==> src/threshold_rule_trigger_engine_assert.svh <==
// assertion macros for the rule trigger engine
`ifndef THRESHOLD_RULE_TRIGGER_ENGINE_ASSERT_SVH
`define THRESHOLD_RULE_TRIGGER_ENGINE_ASSERT_SVH
`ifndef NO_ASSERTIONS
`define TRTE_ASSERT(label, clk, rst_n, prop) \
  label: assert property (@(posedge clk) disable iff (!rst_n) prop) \
    else $error("assertion failed");
`define TRTE_ASSERT_NEVER(label, clk, rst_n, expr) \
  label: assert property (@(posedge clk) disable iff (!rst_n) !(expr)) \
    else $error("forbidden condition");
`else
`define TRTE_ASSERT(label, clk, rst_n, prop)
`define TRTE_ASSERT_NEVER(label, clk, rst_n, expr)
`endif
`endif

==> src/trte_pkg.sv <==
// ----------------------------------------------------------------------------
// trte_pkg
// types and constants of the threshold rule trigger engine
// ----------------------------------------------------------------------------
package trte_pkg;
  localparam int unsigned RuleSlots = 16;
  localparam int unsigned IdxW = $clog2(RuleSlots);
  localparam int unsigned CntW = $clog2(RuleSlots + 1);
  localparam logic [11:0] SecondsPerHour = 12'd3600;
  localparam logic [4:0] LastHour = 5'd23;

  localparam logic [1:0] OpMeasure = 2'd0;
  localparam logic [1:0] OpAdd     = 2'd1;
  localparam logic [1:0] OpRemove  = 2'd2;
  localparam logic [1:0] OpUnused  = 2'd3;

  localparam logic [1:0] KindCommand = 2'd0;
  localparam logic [1:0] KindEcho    = 2'd1;
  localparam logic [1:0] KindStatus  = 2'd2;

  localparam logic [2:0] StOk       = 3'd0;
  localparam logic [2:0] StInvalid  = 3'd1;
  localparam logic [2:0] StFull     = 3'd2;
  localparam logic [2:0] StDup      = 3'd3;
  localparam logic [2:0] StNotFound = 3'd4;

  localparam logic CfgMinRest = 1'b0;
  localparam logic CfgMaxRest = 1'b1;

  typedef struct packed {
    logic [1:0]  operation;
    logic [7:0]  sensor_id;
    logic signed [15:0] value;
    logic [31:0] now_seconds;
    logic [4:0]  local_hour;
    logic        route_ready;
    logic [7:0]  command_id;
    logic        compare_mode;
    logic [4:0]  start_hour;
    logic [4:0]  end_hour;
    logic [7:0]  rest_hours;
    logic [15:0] duration;
  } req_t;

  typedef struct packed {
    logic [1:0]  kind;
    logic [7:0]  out_command_id;
    logic [15:0] out_duration;
    logic [7:0]  out_sensor_id;
    logic signed [15:0] out_value;
    logic [2:0]  status;
    logic        last;
  } res_t;

  typedef struct packed {
    logic [7:0]  sensor;
    logic [15:0] thr;
    logic        cmp;
    logic [4:0]  sh;
    logic [4:0]  eh;
    logic [7:0]  cmd;
    logic [7:0]  rest;
    logic [15:0] dur;
  } rule_t;
endpackage

==> src/trte_rest_mul.sv <==
// ----------------------------------------------------------------------------
// trte_rest_mul
// shift-add multiply of rest hours by seconds per hour, one bit a cycle
// ----------------------------------------------------------------------------
module trte_rest_mul (
  input  logic        clk_i,
  input  logic        rst_ni,
  input  logic        start_i,
  input  logic [7:0]  hours_i,
  output logic        done_o,
  output logic [19:0] secs_o
);
  import trte_pkg::*;

  logic [7:0]  hrs_q, hrs_d;
  logic [19:0] acc_q, acc_d;
  logic [19:0] mcand_q, mcand_d;
  logic [3:0]  cnt_q, cnt_d;
  logic        run_q, run_d;
  logic        done_q, done_d;

  always_comb begin
    hrs_d = hrs_q;
    acc_d = acc_q;
    mcand_d = mcand_q;
    cnt_d = cnt_q;
    run_d = run_q;
    done_d = 1'b0;
    if (start_i) begin
      hrs_d = hours_i;
      acc_d = '0;
      mcand_d = {8'd0, SecondsPerHour};
      cnt_d = 4'd8;
      run_d = 1'b1;
    end else if (run_q) begin
      if (hrs_q[0]) acc_d = acc_q + mcand_q;
      hrs_d = hrs_q >> 1;
      mcand_d = mcand_q << 1;
      cnt_d = cnt_q - 4'd1;
      // product is complete in acc_q the cycle after the last step
      if (cnt_q == 4'd1) begin
        run_d = 1'b0;
        done_d = 1'b1;
      end
    end
  end

  always_ff @(posedge clk_i or negedge rst_ni) begin
    if (!rst_ni) begin
      run_q <= 1'b0;
      cnt_q <= '0;
      done_q <= 1'b0;
    end else begin
      run_q <= run_d;
      cnt_q <= cnt_d;
      done_q <= done_d;
    end
  end

  always_ff @(posedge clk_i) begin
    hrs_q <= hrs_d;
    acc_q <= acc_d;
    mcand_q <= mcand_d;
  end

  assign done_o = done_q;
  assign secs_o = acc_q;
endmodule

==> src/threshold_rule_trigger_engine.sv <==
// ----------------------------------------------------------------------------
// threshold_rule_trigger_engine
// rule table with per-rule cooldown, walked one entry per step
// ----------------------------------------------------------------------------
// A request is taken when start is high and busy is low; busy then stays high
// until the request is done, and no new request is taken meanwhile. Results
// come at most one per cycle on res_o with valid_o high and cannot be held
// off; the final result of a request shows on valid_o in the first cycle in
// which busy is low again. The table is walked through a single read port,
// entry by entry: a read state, then a check state. Add and remove walk the
// whole table; a remove that finds its rule then moves the last entry into
// its slot, and both give one status result. With an empty table a request
// goes straight to the done state. A measure leaves an entry that fails its
// sensor, hour, threshold or ready check after the check state; an entry that
// passes them also runs a shift-add multiply for its rest time, then the rest
// check state, then the echo state to move on, which after the first command
// is taken once more for the echo of the measure. The walk ends in the echo state.
// Rule table memory contents are undefined after reset; only entries below the
// rule count are used.
module threshold_rule_trigger_engine (
  input  logic              clk_i,
  input  logic              rst_ni,
  input  logic              start,
  output logic              busy,
  input  trte_pkg::req_t    req_i,
  input  logic              cfg_we_i,
  input  logic              cfg_idx_i,
  input  logic [7:0]        cfg_data_i,
  output logic              valid_o,
  output trte_pkg::res_t    res_o
);
  import trte_pkg::*;

  typedef enum logic [8:0] {
    S_IDLE  = 9'b000000001,
    S_READ  = 9'b000000010,
    S_CHECK = 9'b000000100,
    S_MUL   = 9'b000001000,
    S_REST  = 9'b000010000,
    S_ECHO  = 9'b000100000,
    S_MOVE  = 9'b001000000,
    S_WRITE = 9'b010000000,
    S_DONE  = 9'b100000000
  } state_e;

  state_e state_q, state_d;

  rule_t       rules_mem [RuleSlots];
  logic [31:0] time_mem  [RuleSlots];

  req_t          req_q, req_d;
  logic [CntW-1:0] cnt_q, cnt_d;
  logic [CntW-1:0] idx_q, idx_d;
  logic [IdxW-1:0] found_q, found_d;
  logic          fnd_q, fnd_d;
  logic          echoed_q, echoed_d;
  logic          pend_q, pend_d;
  logic [7:0]    min_q, max_q;
  logic [IdxW-1:0] raddr;
  rule_t         rd_rule_q;
  logic [31:0]   rd_time_q;
  logic          we_rule, we_time;
  logic [IdxW-1:0] waddr;
  rule_t         wrule;
  logic [31:0]   wtime;
  logic          valid_d;
  res_t          res_d;
  res_t          hold_q, hold_d;
  logic          hold_v_q, hold_v_d;
  logic          mul_start, mul_done;
  logic [19:0]   mul_secs;

  rule_t  req_rule;
  logic   in_win, met, last_rule, rest_over;
  logic [31:0] elapsed;

  trte_rest_mul u_rest_mul (
    .clk_i  (clk_i),
    .rst_ni (rst_ni),
    .start_i(mul_start),
    .hours_i(rd_rule_q.rest),
    .done_o (mul_done),
    .secs_o (mul_secs)
  );

  assign req_rule = '{sensor: req_q.sensor_id, thr: req_q.value, cmp: req_q.compare_mode,
                      sh: req_q.start_hour, eh: req_q.end_hour, cmd: req_q.command_id,
                      rest: req_q.rest_hours, dur: req_q.duration};

  always_comb begin
    if (rd_rule_q.sh <= rd_rule_q.eh)
      in_win = req_q.local_hour >= rd_rule_q.sh && req_q.local_hour <= rd_rule_q.eh;
    else
      in_win = req_q.local_hour >= rd_rule_q.sh || req_q.local_hour <= rd_rule_q.eh;
    if (rd_rule_q.cmp)
      met = $signed(req_q.value) >= $signed(rd_rule_q.thr);
    else
      met = $signed(req_q.value) < $signed(rd_rule_q.thr);
  end

  assign elapsed   = req_q.now_seconds - rd_time_q;
  assign rest_over = (rd_time_q == 32'd0) || (req_q.now_seconds < rd_time_q) ||
                     (elapsed >= {12'd0, mul_secs});
  assign last_rule = (idx_q + CntW'(1)) >= cnt_q;

  always_comb begin
    state_d = state_q;
    req_d = req_q;
    cnt_d = cnt_q;
    idx_d = idx_q;
    found_d = found_q;
    fnd_d = fnd_q;
    echoed_d = echoed_q;
    pend_d = pend_q;
    raddr = idx_q[IdxW-1:0];
    we_rule = 1'b0;
    we_time = 1'b0;
    waddr = idx_q[IdxW-1:0];
    wrule = req_rule;
    wtime = '0;
    valid_d = 1'b0;
    res_d = '0;
    hold_d = hold_q;
    hold_v_d = hold_v_q;
    mul_start = 1'b0;
    case (state_q)
      S_IDLE: begin
        if (start) begin
          req_d = req_i;
          idx_d = '0;
          fnd_d = 1'b0;
          echoed_d = 1'b0;
          if (req_i.operation == OpMeasure || req_i.operation == OpAdd ||
              req_i.operation == OpRemove) begin
            state_d = (cnt_q == '0) ? S_DONE : S_READ;
          end
        end
      end
      S_READ: state_d = S_CHECK;
      S_CHECK: begin
        if (req_q.operation == OpMeasure) begin
          if (rd_rule_q.sensor == req_q.sensor_id && in_win && met && req_q.route_ready) begin
            mul_start = 1'b1;
            state_d = S_MUL;
          end else begin
            idx_d = idx_q + CntW'(1);
            state_d = last_rule ? S_ECHO : S_READ;
          end
        end else begin
          if (rd_rule_q == req_rule && !fnd_q) begin
            fnd_d = 1'b1;
            found_d = idx_q[IdxW-1:0];
          end
          idx_d = idx_q + CntW'(1);
          state_d = last_rule ? S_DONE : S_READ;
        end
      end
      S_MUL: begin
        if (mul_done) state_d = S_REST;
      end
      S_REST: begin
        // the newest result waits in hold until it is known whether it is last
        if (rest_over) begin
          we_time = 1'b1;
          wtime = req_q.now_seconds;
          if (hold_v_q) begin
            valid_d = 1'b1;
            res_d = hold_q;
          end
          hold_d = '0;
          hold_d.kind = KindCommand;
          hold_d.out_command_id = rd_rule_q.cmd;
          hold_d.out_duration = rd_rule_q.dur;
          hold_v_d = 1'b1;
          if (!echoed_q) begin
            echoed_d = 1'b1;
            pend_d = 1'b1;
          end
        end
        idx_d = idx_q + CntW'(1);
        state_d = S_ECHO;
      end
      S_ECHO: begin
        // echo goes right after the first command; last set on final result
        if (pend_q) begin
          pend_d = 1'b0;
          if (hold_v_q) begin
            valid_d = 1'b1;
            res_d = hold_q;
          end
          hold_d = '0;
          hold_d.kind = KindEcho;
          hold_d.out_sensor_id = req_q.sensor_id;
          hold_d.out_value = req_q.value;
          hold_v_d = 1'b1;
        end else if (idx_q >= cnt_q) begin
          if (hold_v_q) begin
            valid_d = 1'b1;
            res_d = hold_q;
            res_d.last = 1'b1;
          end
          hold_v_d = 1'b0;
          state_d = S_IDLE;
        end else begin
          state_d = S_READ;
        end
      end
      S_DONE: begin
        if (req_q.operation == OpMeasure) begin
          state_d = S_IDLE;
        end else begin
          valid_d = 1'b1;
          res_d.kind = KindStatus;
          res_d.last = 1'b1;
          state_d = S_IDLE;
          if (req_q.operation == OpAdd) begin
            if (req_q.start_hour > LastHour || req_q.end_hour > LastHour ||
                req_q.rest_hours < min_q || req_q.rest_hours > max_q)
              res_d.status = StInvalid;
            else if (cnt_q >= CntW'(RuleSlots))
              res_d.status = StFull;
            else if (fnd_q)
              res_d.status = StDup;
            else begin
              res_d.status = StOk;
              we_rule = 1'b1;
              we_time = 1'b1;
              waddr = cnt_q[IdxW-1:0];
              wtime = '0;
              cnt_d = cnt_q + CntW'(1);
            end
          end else if (!fnd_q) begin
            res_d.status = StNotFound;
          end else begin
            valid_d = 1'b0;
            res_d = '0;
            idx_d = cnt_q - CntW'(1);
            state_d = S_MOVE;
          end
        end
      end
      S_MOVE: begin
        raddr = idx_q[IdxW-1:0];
        state_d = S_WRITE;
      end
      S_WRITE: begin
        we_rule = 1'b1;
        we_time = 1'b1;
        waddr = found_q;
        wrule = rd_rule_q;
        wtime = rd_time_q;
        cnt_d = cnt_q - CntW'(1);
        valid_d = 1'b1;
        res_d.kind = KindStatus;
        res_d.status = StOk;
        res_d.last = 1'b1;
        state_d = S_IDLE;
      end
      default: state_d = S_IDLE;
    endcase
  end

  always_ff @(posedge clk_i) begin
    rd_rule_q <= rules_mem[raddr];
    rd_time_q <= time_mem[raddr];
    if (we_rule) rules_mem[waddr] <= wrule;
    if (we_time) time_mem[waddr] <= wtime;
  end

  always_ff @(posedge clk_i or negedge rst_ni) begin
    if (!rst_ni) begin
      state_q <= S_IDLE;
      cnt_q <= '0;
      min_q <= 8'd1;
      max_q <= 8'd168;
      pend_q <= 1'b0;
      echoed_q <= 1'b0;
      fnd_q <= 1'b0;
      hold_v_q <= 1'b0;
      valid_o <= 1'b0;
    end else begin
      state_q <= state_d;
      cnt_q <= cnt_d;
      pend_q <= pend_d;
      echoed_q <= echoed_d;
      fnd_q <= fnd_d;
      hold_v_q <= hold_v_d;
      valid_o <= valid_d;
      if (cfg_we_i) begin
        if (cfg_idx_i == CfgMinRest) min_q <= cfg_data_i;
        else max_q <= cfg_data_i;
      end
    end
  end

  always_ff @(posedge clk_i) begin
    req_q <= req_d;
    idx_q <= idx_d;
    found_q <= found_d;
    hold_q <= hold_d;
    res_o <= res_d;
  end

  assign busy = (state_q != S_IDLE);

  `include "threshold_rule_trigger_engine_assert.svh"
  `TRTE_ASSERT(a_count_bound, clk_i, rst_ni, cnt_q <= CntW'(RuleSlots))
  `TRTE_ASSERT(a_idle_quiet, clk_i, rst_ni, (state_q == S_IDLE) |=> !valid_o || $past(valid_d))
  `TRTE_ASSERT_NEVER(a_echo_idle, clk_i, rst_ni, pend_q && state_q == S_IDLE)
  `TRTE_ASSERT_NEVER(a_hold_idle, clk_i, rst_ni, hold_v_q && state_q == S_IDLE)
endmodule
==> config.mk <==
export PLATFORM = sky130hd
export DESIGN_NAME = threshold_rule_trigger_engine
export DESIGN_NICKNAME = d
export VERILOG_FILES = /design/src/trte_pkg.sv /design/src/trte_rest_mul.sv /design/src/threshold_rule_trigger_engine.sv
export VERILOG_INCLUDE_DIRS = /design/src /design/src/src
export SDC_FILE = /design/constraint.sdc
export NUM_CORES = 2
export LEC_CHECK = 0
export ABC_CLOCK_PERIOD_IN_PS = 7700
export BUFFER_PORTS_ARGS = -buffer_cell sky130_fd_sc_hd__buf_2
export CORE_MARGIN = 2
export CORE_UTILIZATION = 25
export DETAILED_ROUTE_END_ITERATION = 10
export GPL_TIMING_DRIVEN = 0
export REMOVE_ABC_BUFFERS = 1
export SLEW_MARGIN = 20
export SYNTH_ARGS = -nofsm -noshare
export SYNTH_HDL_FRONTEND = slang
export SYNTH_HIERARCHICAL = 1
export SYNTH_SLANG_ARGS = --single-unit
==> constraint.sdc <==
create_clock -name clk_i -period 7.7 [get_ports clk_i]
set_input_delay 1.54 -clock clk_i [delete_from_list [all_inputs] [get_ports clk_i]]
set_output_delay 1.54 -clock clk_i [all_outputs]
set_load 0.05 [all_outputs]
Yosys cells after proc, flatten, opt, wreduce, memory -nomap -nowiden
Memory sizes are Yosys's and may differ from the RTL's. A register that Yosys moved wholly into a read port is not among the register bits.
Index checks and enable logic that the tools add are counted.
Widths: inputs -> output; s select.
{ "totals": {"ff_bits": 309, "mem_bits_rw": 1584, "output_inout_bits": 56, "wordCells": 239, "mem_count": 2} }
{ "mem_list": {"columns": ["memory", "words", "width", "read_ports", "rd_clocked_by_memory_dff", "write_ports", "line_no", "text"], "rows": [
  ["rules_mem", 16, 67, 1, 1, 1, "threshold_rule_trigger_engine.sv:48", "rule_t rules_mem [RuleSlots];"],
  ["time_mem", 16, 32, 1, 1, 1, "threshold_rule_trigger_engine.sv:49", "logic [31:0] time_mem [RuleSlots];"]
]} }
{ "classes": {"n_addsub": 6, "order_cmp": 14, "eq_ne": 34, "n_mux": 101, "bitwise_logic": 2, "n_reduce_logical": 37} }
{ "ops": {"columns": ["op", "count"], "rows": [
  ["$mux 54", 8],
  ["$pmux 48 s3", 1],
  ["$pmux 54 s2", 1],
  ["$mux 50", 2],
  ["$pmux 9 s8", 1],
  ["$eq 67x67->1", 1],
  ["$mux 67", 1],
  ["$pmux 32 s2", 1],
  ["$mux 9", 7],
  ["$mux 5", 11],
  ["$mux 1", 35],
  ["$ge 32x20->1", 1],
  ["$logic_not 32->1", 1],
  ["$lt 32x32->1", 1],
  ["$mux 32", 1],
  ["$sub 32x32->32", 1],
  ["$ne 2x2->1 const B", 15],
  ["$mux 4", 7],
  ["$mux 7", 3],
  ["$add 20x20->20", 1],
  ["$pmux 5 s4", 1],
  ["$ge 16x16->1", 1],
  ["$lt 16x16->1", 1],
  ["$mux 8", 2],
  ["47 further kinds", 89]
]} }

Depth between registers and ports, before layout
{ "logic_depth": {"ltp_word": 10, "mapped_depth": 24, "mapped_depth_nobuf": 22} }

Cells and area by module
The synthesis kept the hierarchy.
{ "by_module_without_submodules": {"columns": ["mod", "instances", "cells_each", "area_each_um2", "seq_area_each_um2"], "rows": [
  ["threshold_rule_trigger_engine", 1, 3770, 75685.1, 56465.4],
  ["trte_rest_mul", 1, 255, 2474.9, 1031.0]
]} }

Worst setup path after synthesis
No wires, ideal clock.
{ "synth_path": {"path_kind": "flip-flop to flip-flop", "from": "register state_q[1]", "to": "memory rules_mem[0][0] in the netlist's numbering (enable)", "arrival_time_ns": 5.776, "required_ns": 7.207, "setup_slack_ns": 1.431, "path_stages_with_launch": 11, "n_path_buf": 0, "synth_period_minus_slack_ns": 6.269, "cell_sequence": "dfrtp_1 nor4_2 nand2_1 or4b_4 or4_4 nor4b_4 nor2_2 and2_4 a221oi_4 nand2_1 nor2_1"} }
{ "synth_via": {"elab_chain_cells": 4, "elab_cells_between_ends": 6, "classes_between": "eq/ne (2); mux (4)"} }
{ "synth_lines": {"columns": ["item", "line_no", "text"], "rows": [
  ["start: declaration", "threshold_rule_trigger_engine.sv:46", "state_e state_q, state_d;"],
  ["start signal: assignment", "threshold_rule_trigger_engine.sv:282", "state_q <= state_d;"],
  ["$eq 9x8->1 / $eq 9x9->1 (equally long branches)", "threshold_rule_trigger_engine.sv:126", "case (state_q)"],
  ["$pmux 1 s2", "threshold_rule_trigger_engine.sv:126", null],
  ["$mux 1", "threshold_rule_trigger_engine.sv:266", "if (we_rule) rules_mem[waddr] <= wrule;"],
  ["$mux 1 (not written as such)", "threshold_rule_trigger_engine.sv:266", null],
  ["end: declaration", "threshold_rule_trigger_engine.sv:48", null]
]} }
Parallel ways exist; a longest one is shown, timed or not.

Worst setup path in the final report
{ "layout_path": {"from": "register req_q[50] in the netlist's numbering", "to": "memory time_mem[5][30] (enable)"} }
{ "layout_via": {"elab_chain_cells": 7, "elab_cells_between_ends": 9, "classes_between": "add/sub (1); order compare (2); mux (4); reduce/logical (2)"} }
{ "layout_lines": {"columns": ["item", "line_no", "text"], "rows": [
  ["start: declaration", "threshold_rule_trigger_engine.sv:51", "req_t req_q, req_d;"],
  ["start signal: assignment", "threshold_rule_trigger_engine.sv:297", "req_q <= req_d;"],
  ["$sub 32x32->32 / $lt 32x32->1 (equally long branches)", "threshold_rule_trigger_engine.sv:101, threshold_rule_trigger_engine.sv:102", null],
  ["$ge 32x20->1 / $logic_or 1x1->1 (equally long branches)", "threshold_rule_trigger_engine.sv:103, threshold_rule_trigger_engine.sv:102", null],
  ["$logic_or 1x1->1 *", "threshold_rule_trigger_engine.sv:102", "assign rest_over = (rd_time_q == 32'd0) || (req_q.now_seconds < rd_time_q) ||"],
  ["$mux 1 *", "threshold_rule_trigger_engine.sv:163", "if (rest_over) begin"],
  ["$pmux 1 s3 *", "threshold_rule_trigger_engine.sv:126", null],
  ["$mux 1 *", "threshold_rule_trigger_engine.sv:267", "if (we_time) time_mem[waddr] <= wtime;"],
  ["$mux 1 (not written as such) *", "threshold_rule_trigger_engine.sv:267", null],
  ["end: declaration", "threshold_rule_trigger_engine.sv:49", null]
]} }
Mark *: on every way between the ends. The rest lies on a longest branch, timed or not.

==> results.sh <==
export IMPL_status="finished clean"
export IMPL_cts_buffers_inserted=212
export IMPL_core_sq_um=311400
export IMPL_fin_util_pct=30.77
export IMPL_grt_antenna_before_repair=11
export IMPL_slew_headroom_pct=24.90
export IMPL_hold_viol_final=0
export IMPL_synth_area_leaders="edfxtp_1 (68%), mux4_2 (14%), dfxtp_1 (4.7%)"
export IMPL_antenna_left=0
export IMPL_wl_um=203300
export IMPL_clockPowerShare_pct=34.1
export IMPL_fp_dieW_um=563.1
export IMPL_slowest_delay_ns=0.55
export IMPL_clock_sinks=1983
export IMPL_synthCells=4025
export IMPL_grt_pass1_vias=41404
export IMPL_yosysUniqueCellTypes=95
export IMPL_start_kind="flip-flop"
export IMPL_drt_first_pass_iters=5
export IMPL_grt_overflow=0
export IMPL_cts_tree="built"
export IMPL_syn2layout_area_growth_pct=22.57
export IMPL_chipHeight_um=563.1
export IMPL_tightest_slew_ns=1.116
export IMPL_pwr_share_seq_pct=42.3
export IMPL_synth_seq_area_share_pct=73.56
export IMPL_io_buffers=175
export IMPL_cap_violations=0
export IMPL_fin_worst_skew_ns=0.1173
export IMPL_required_ns=8.26
export IMPL_nFillCells=29991
export IMPL_pwr_share_comb_pct=23.5
export IMPL_vias=40649
export IMPL_synth_edf_count=1757
export IMPL_drive_gt1_share_pct=29.67
export IMPL_ctsLongestPathBuffers=4
export IMPL_cellLeakagePower_nw=30.05
export IMPL_synth_top_area_cell="edfxtp_1"
export IMPL_crit_family="compound AO/OA/AOI/OAI gates"
export IMPL_cpMaxStageDelayCell="edfxtp_1"
export IMPL_dp_cells=8469
export IMPL_clock_fmax_mhz=150.7
export IMPL_rsz0062_at_grt="false"
export IMPL_powerDensity_nw_per_um2=316.6
export IMPL_critPathMaxFanout=11
export IMPL_crit_type="flip-flop to flip-flop"
export IMPL_place_gp_congestion=0.7892
export IMPL_hold_slack_ns=0.4846
export IMPL_grt_max_degree=64
export IMPL_crit_buf_inv=8
export IMPL_synth_ff_type="edfxtp_1"
export IMPL_final_nets=4802
export IMPL_cts_root_buffer="clkbuf_16"
export IMPL_std_cell_rows=205
export IMPL_drc=0
export IMPL_cp_common_cell="buf_4"
export IMPL_switching_power_mw=8.373
export IMPL_fin_crit_sh_pct=86.18
export IMPL_min_path_type="flip-flop to flip-flop"
export IMPL_async_flop_share_pct=2.068
export IMPL_initialDrtViolationCount=4195
export IMPL_ys_seq_elements=1983
export IMPL_dpl_hpwl_um=140100
export IMPL_worstPathArrival_ns=7.20
export IMPL_setup_viol=0
export IMPL_final_max_slew_viol_count=0
export IMPL_start_util_pct=25.10
export IMPL_cts_clk_slew_worst_paths_ns=0.06
export IMPL_ir_drop_mv=0.1882
export IMPL_synth_warnings=6
export IMPL_netlist_area_sq_um=78160
export IMPL_io_pins=176
export IMPL_p_int_mw=21.95
export IMPL_fin_cells=8873
export IMPL_clk_latency_ns=0.92
export IMPL_cts_htree_levels=4
export IMPL_syn_area_per_cell_sq_um=19.42
export IMPL_via_per_inst=4.581
export IMPL_grt_total_usage_pct=12.55
export IMPL_finalCriticalPeriod_ns=6.636
export IMPL_wl_per_cell_um=22.92
export IMPL_switching_share_pct=27.61
export IMPL_grt_pass1_wl_um=292700
export IMPL_die_area_sq_um=317100
export IMPL_end_kind="flip-flop"
export IMPL_synth_top_area_share_pct=67.50
[logic make-up (layout without fill, tap and decap cells)]
logic type	count (synthesis)	count (layout)	share of synthesized area [%]
mux	532	532	14.77
xor+xnor	82	82	0.9189
fa+ha+maj	132	132	2.129
compound gates	351	351	3.005
other cells	1	5	0.004798
buf+inv	310	1014	1.543
flops	1983	1983	73.56
simple gates	634	634	4.068
[power groups by stage]
| stage | clock [mW] | sequential [mW] | combinational [mW] |
|---|---|---|---|
| global placement | 0 | 14.0 | 5.01 |
| floorplan | 0 | 13.5 | 4.62 |
| finish | 10.3 | 12.8 | 7.14 |
| global route | 11.0 | 12.9 | 7.68 |
| detailed placement | 0 | 13.1 | 7.20 |
| CTS | 10.6 | 12.8 | 7.24 |
[cell usage after synthesis (4+ instances only)]
| cell type | number |
|---|---|
| mux4_2 | 495 |
| or3_1 | 8 |
| nand2_1 | 251 |
| mux2_2 | 16 |
| a21o_1 | 33 |
| inv_1 | 131 |
| clkbuf_1 | 115 |
| dfxtp_1 | 185 |
| buf_4 | 4 |
| o22ai_1 | 7 |
| a22oi_1 | 5 |
| nand2b_1 | 14 |
| a31oi_1 | 4 |
| and3_1 | 6 |
| nor2b_1 | 28 |
| nor3b_1 | 56 |
| ha_1 | 129 |
| edfxtp_1 | 1757 |
| dfrtp_1 | 36 |
| mux2i_1 | 20 |
| a21oi_1 | 81 |
| xnor2_1 | 53 |
| o21ai_0 | 88 |
| a22o_1 | 37 |
| nand3_1 | 24 |
| buf_1 | 47 |
| a221o_1 | 5 |
| nor2_1 | 98 |
| o21bai_1 | 8 |
| dfstp_2 | 5 |
| nor3_1 | 35 |
| nor4_1 | 19 |
| o211ai_1 | 11 |
| o21a_1 | 14 |
| and2_1 | 34 |
| xor2_1 | 29 |
| nand4_1 | 30 |
| a211oi_1 | 12 |
| a211o_1 | 4 |
| buf_2 | 10 |
[flip-flops by register name, summed over array words and instances (netlist names), 8 cells and up]
name	flops
time_mem	512
req_q	107
u_rest_mul/mcand_q	16
hold_q	49
state_q	9
u_rest_mul/secs_o	16
rd_time_q	32
u_rest_mul/hrs_q	8
res_o	54
rd_rule_q	67
rules_mem	1072
min_q	8
max_q	8
[layer usage]
layer / vias to the layer above / wire, um / GRT usage [%]
met1: 21447 / 85800 / 17.06
met5: - / 44 / 0
met3: 289 / 14550 / 2.213
met2: 1578 / 97170 / 20.48
li1: 17329 / - / -
met4: 6 / 5756 / 3.682
[metrics by stage]
| stage | worst slack (ns) | power [mW] | TNS [ns] | cell area [sq um] |
|---|---|---|---|---|
| 4_1_cts | 0.06289 | 30.70 | 0 | 95720 |
| 5_1_grt | 0.6631 | 31.56 | 0 | 95800 |
| 2_1_floorplan | -11.00 | 18.14 | - | 77460 |
| 6_report | 1.064 | 30.33 | 0 | 95800 |
| 3_3_place_gp | -23.77 | 19.00 | - | 83520 |
| 3_5_place_dp | -0.1498 | 20.26 | -4.346 | 88620 |
[final cells by class]
type                    instances  area (sq um)  share of cell area [%]
well taps                    4140          5180                   5.407
multi-input cells            1735         19740                   20.60
diodes                          1         2.502                0.002612
repair buffers                487          5782                   6.035
inverters                     132         508.0                  0.5302
flip-flops and latches       1983         57500                   60.02
clock buffers                 266          5659                   5.907
clock inverters               129          1436                   1.499
[path summary, 6_finish.rpt]
| kind | startpoint | to | slack [ns] | cells past startpoint |
|---|---|---|---|---|
| setup / recovery | req_q[50] | time_mem[5][30] | 1.06 | 27 |
| hold / removal | u_rest_mul/secs_o[4] | u_rest_mul/secs_o[4] | 0.48 | 2 |
| setup reg to reg | req_q[50] | time_mem[5][30] | 1.06 | 27 |
| hold reg to reg | u_rest_mul/secs_o[4] | u_rest_mul/secs_o[4] | 0.48 | 2 |
| max in group asynchronous | rst_ni | u_rest_mul/run_q | 6.57 | 1 |
| min in group asynchronous | rst_ni | min_q[5] | 0.65 | 1 |
[repair_timing]
action | CTS | global route
gates resized for setup | 1 | 0
pin swaps | 0 | 2
endpoints found under the setup margin | 106 | 610
setup buffers | 0 | 8
hold buffers | 0 | 0
[layout by cell type (no fill, tap or decap), drive strengths merged, types with 6 or more instances in the layout]
cell / count
edfxtp: 1757
mux4: 495
buf: 487
clkbuf: 266
nand2: 251
dfxtp: 185
inv: 141
ha: 129
nor2: 100
o21ai: 90
clkinv: 84
a21oi: 82
nor3b: 56
xnor2: 53
a22o: 37
dfrtp: 36
and2: 36
nor3: 35
a21o: 34
nand4: 30
xor2: 29
nor2b: 28
nand3: 24
bufinv: 22
mux2i: 20
nor4: 20
mux2: 17
o21a: 14
clkinvlp: 14
nand2b: 14
a211oi: 13
o211ai: 13
or3: 9
o21bai: 8
o22ai: 7
and3: 6
[worst register-to-register path: cells and delay by family, from the launching register on]
family / cells / cell delay, ns
AOI/OAI and AO/OA: 8 / 1.94
xor gates and xnor gates: 1 / 0.24
adders and majority gates: 2 / 0.66
buffers and inverters: 8 / 1.33
DFF: 1 / 0.55
and+or+nand+nor: 8 / 1.61
No activity file was read; power rests on OpenSTA's default activity.
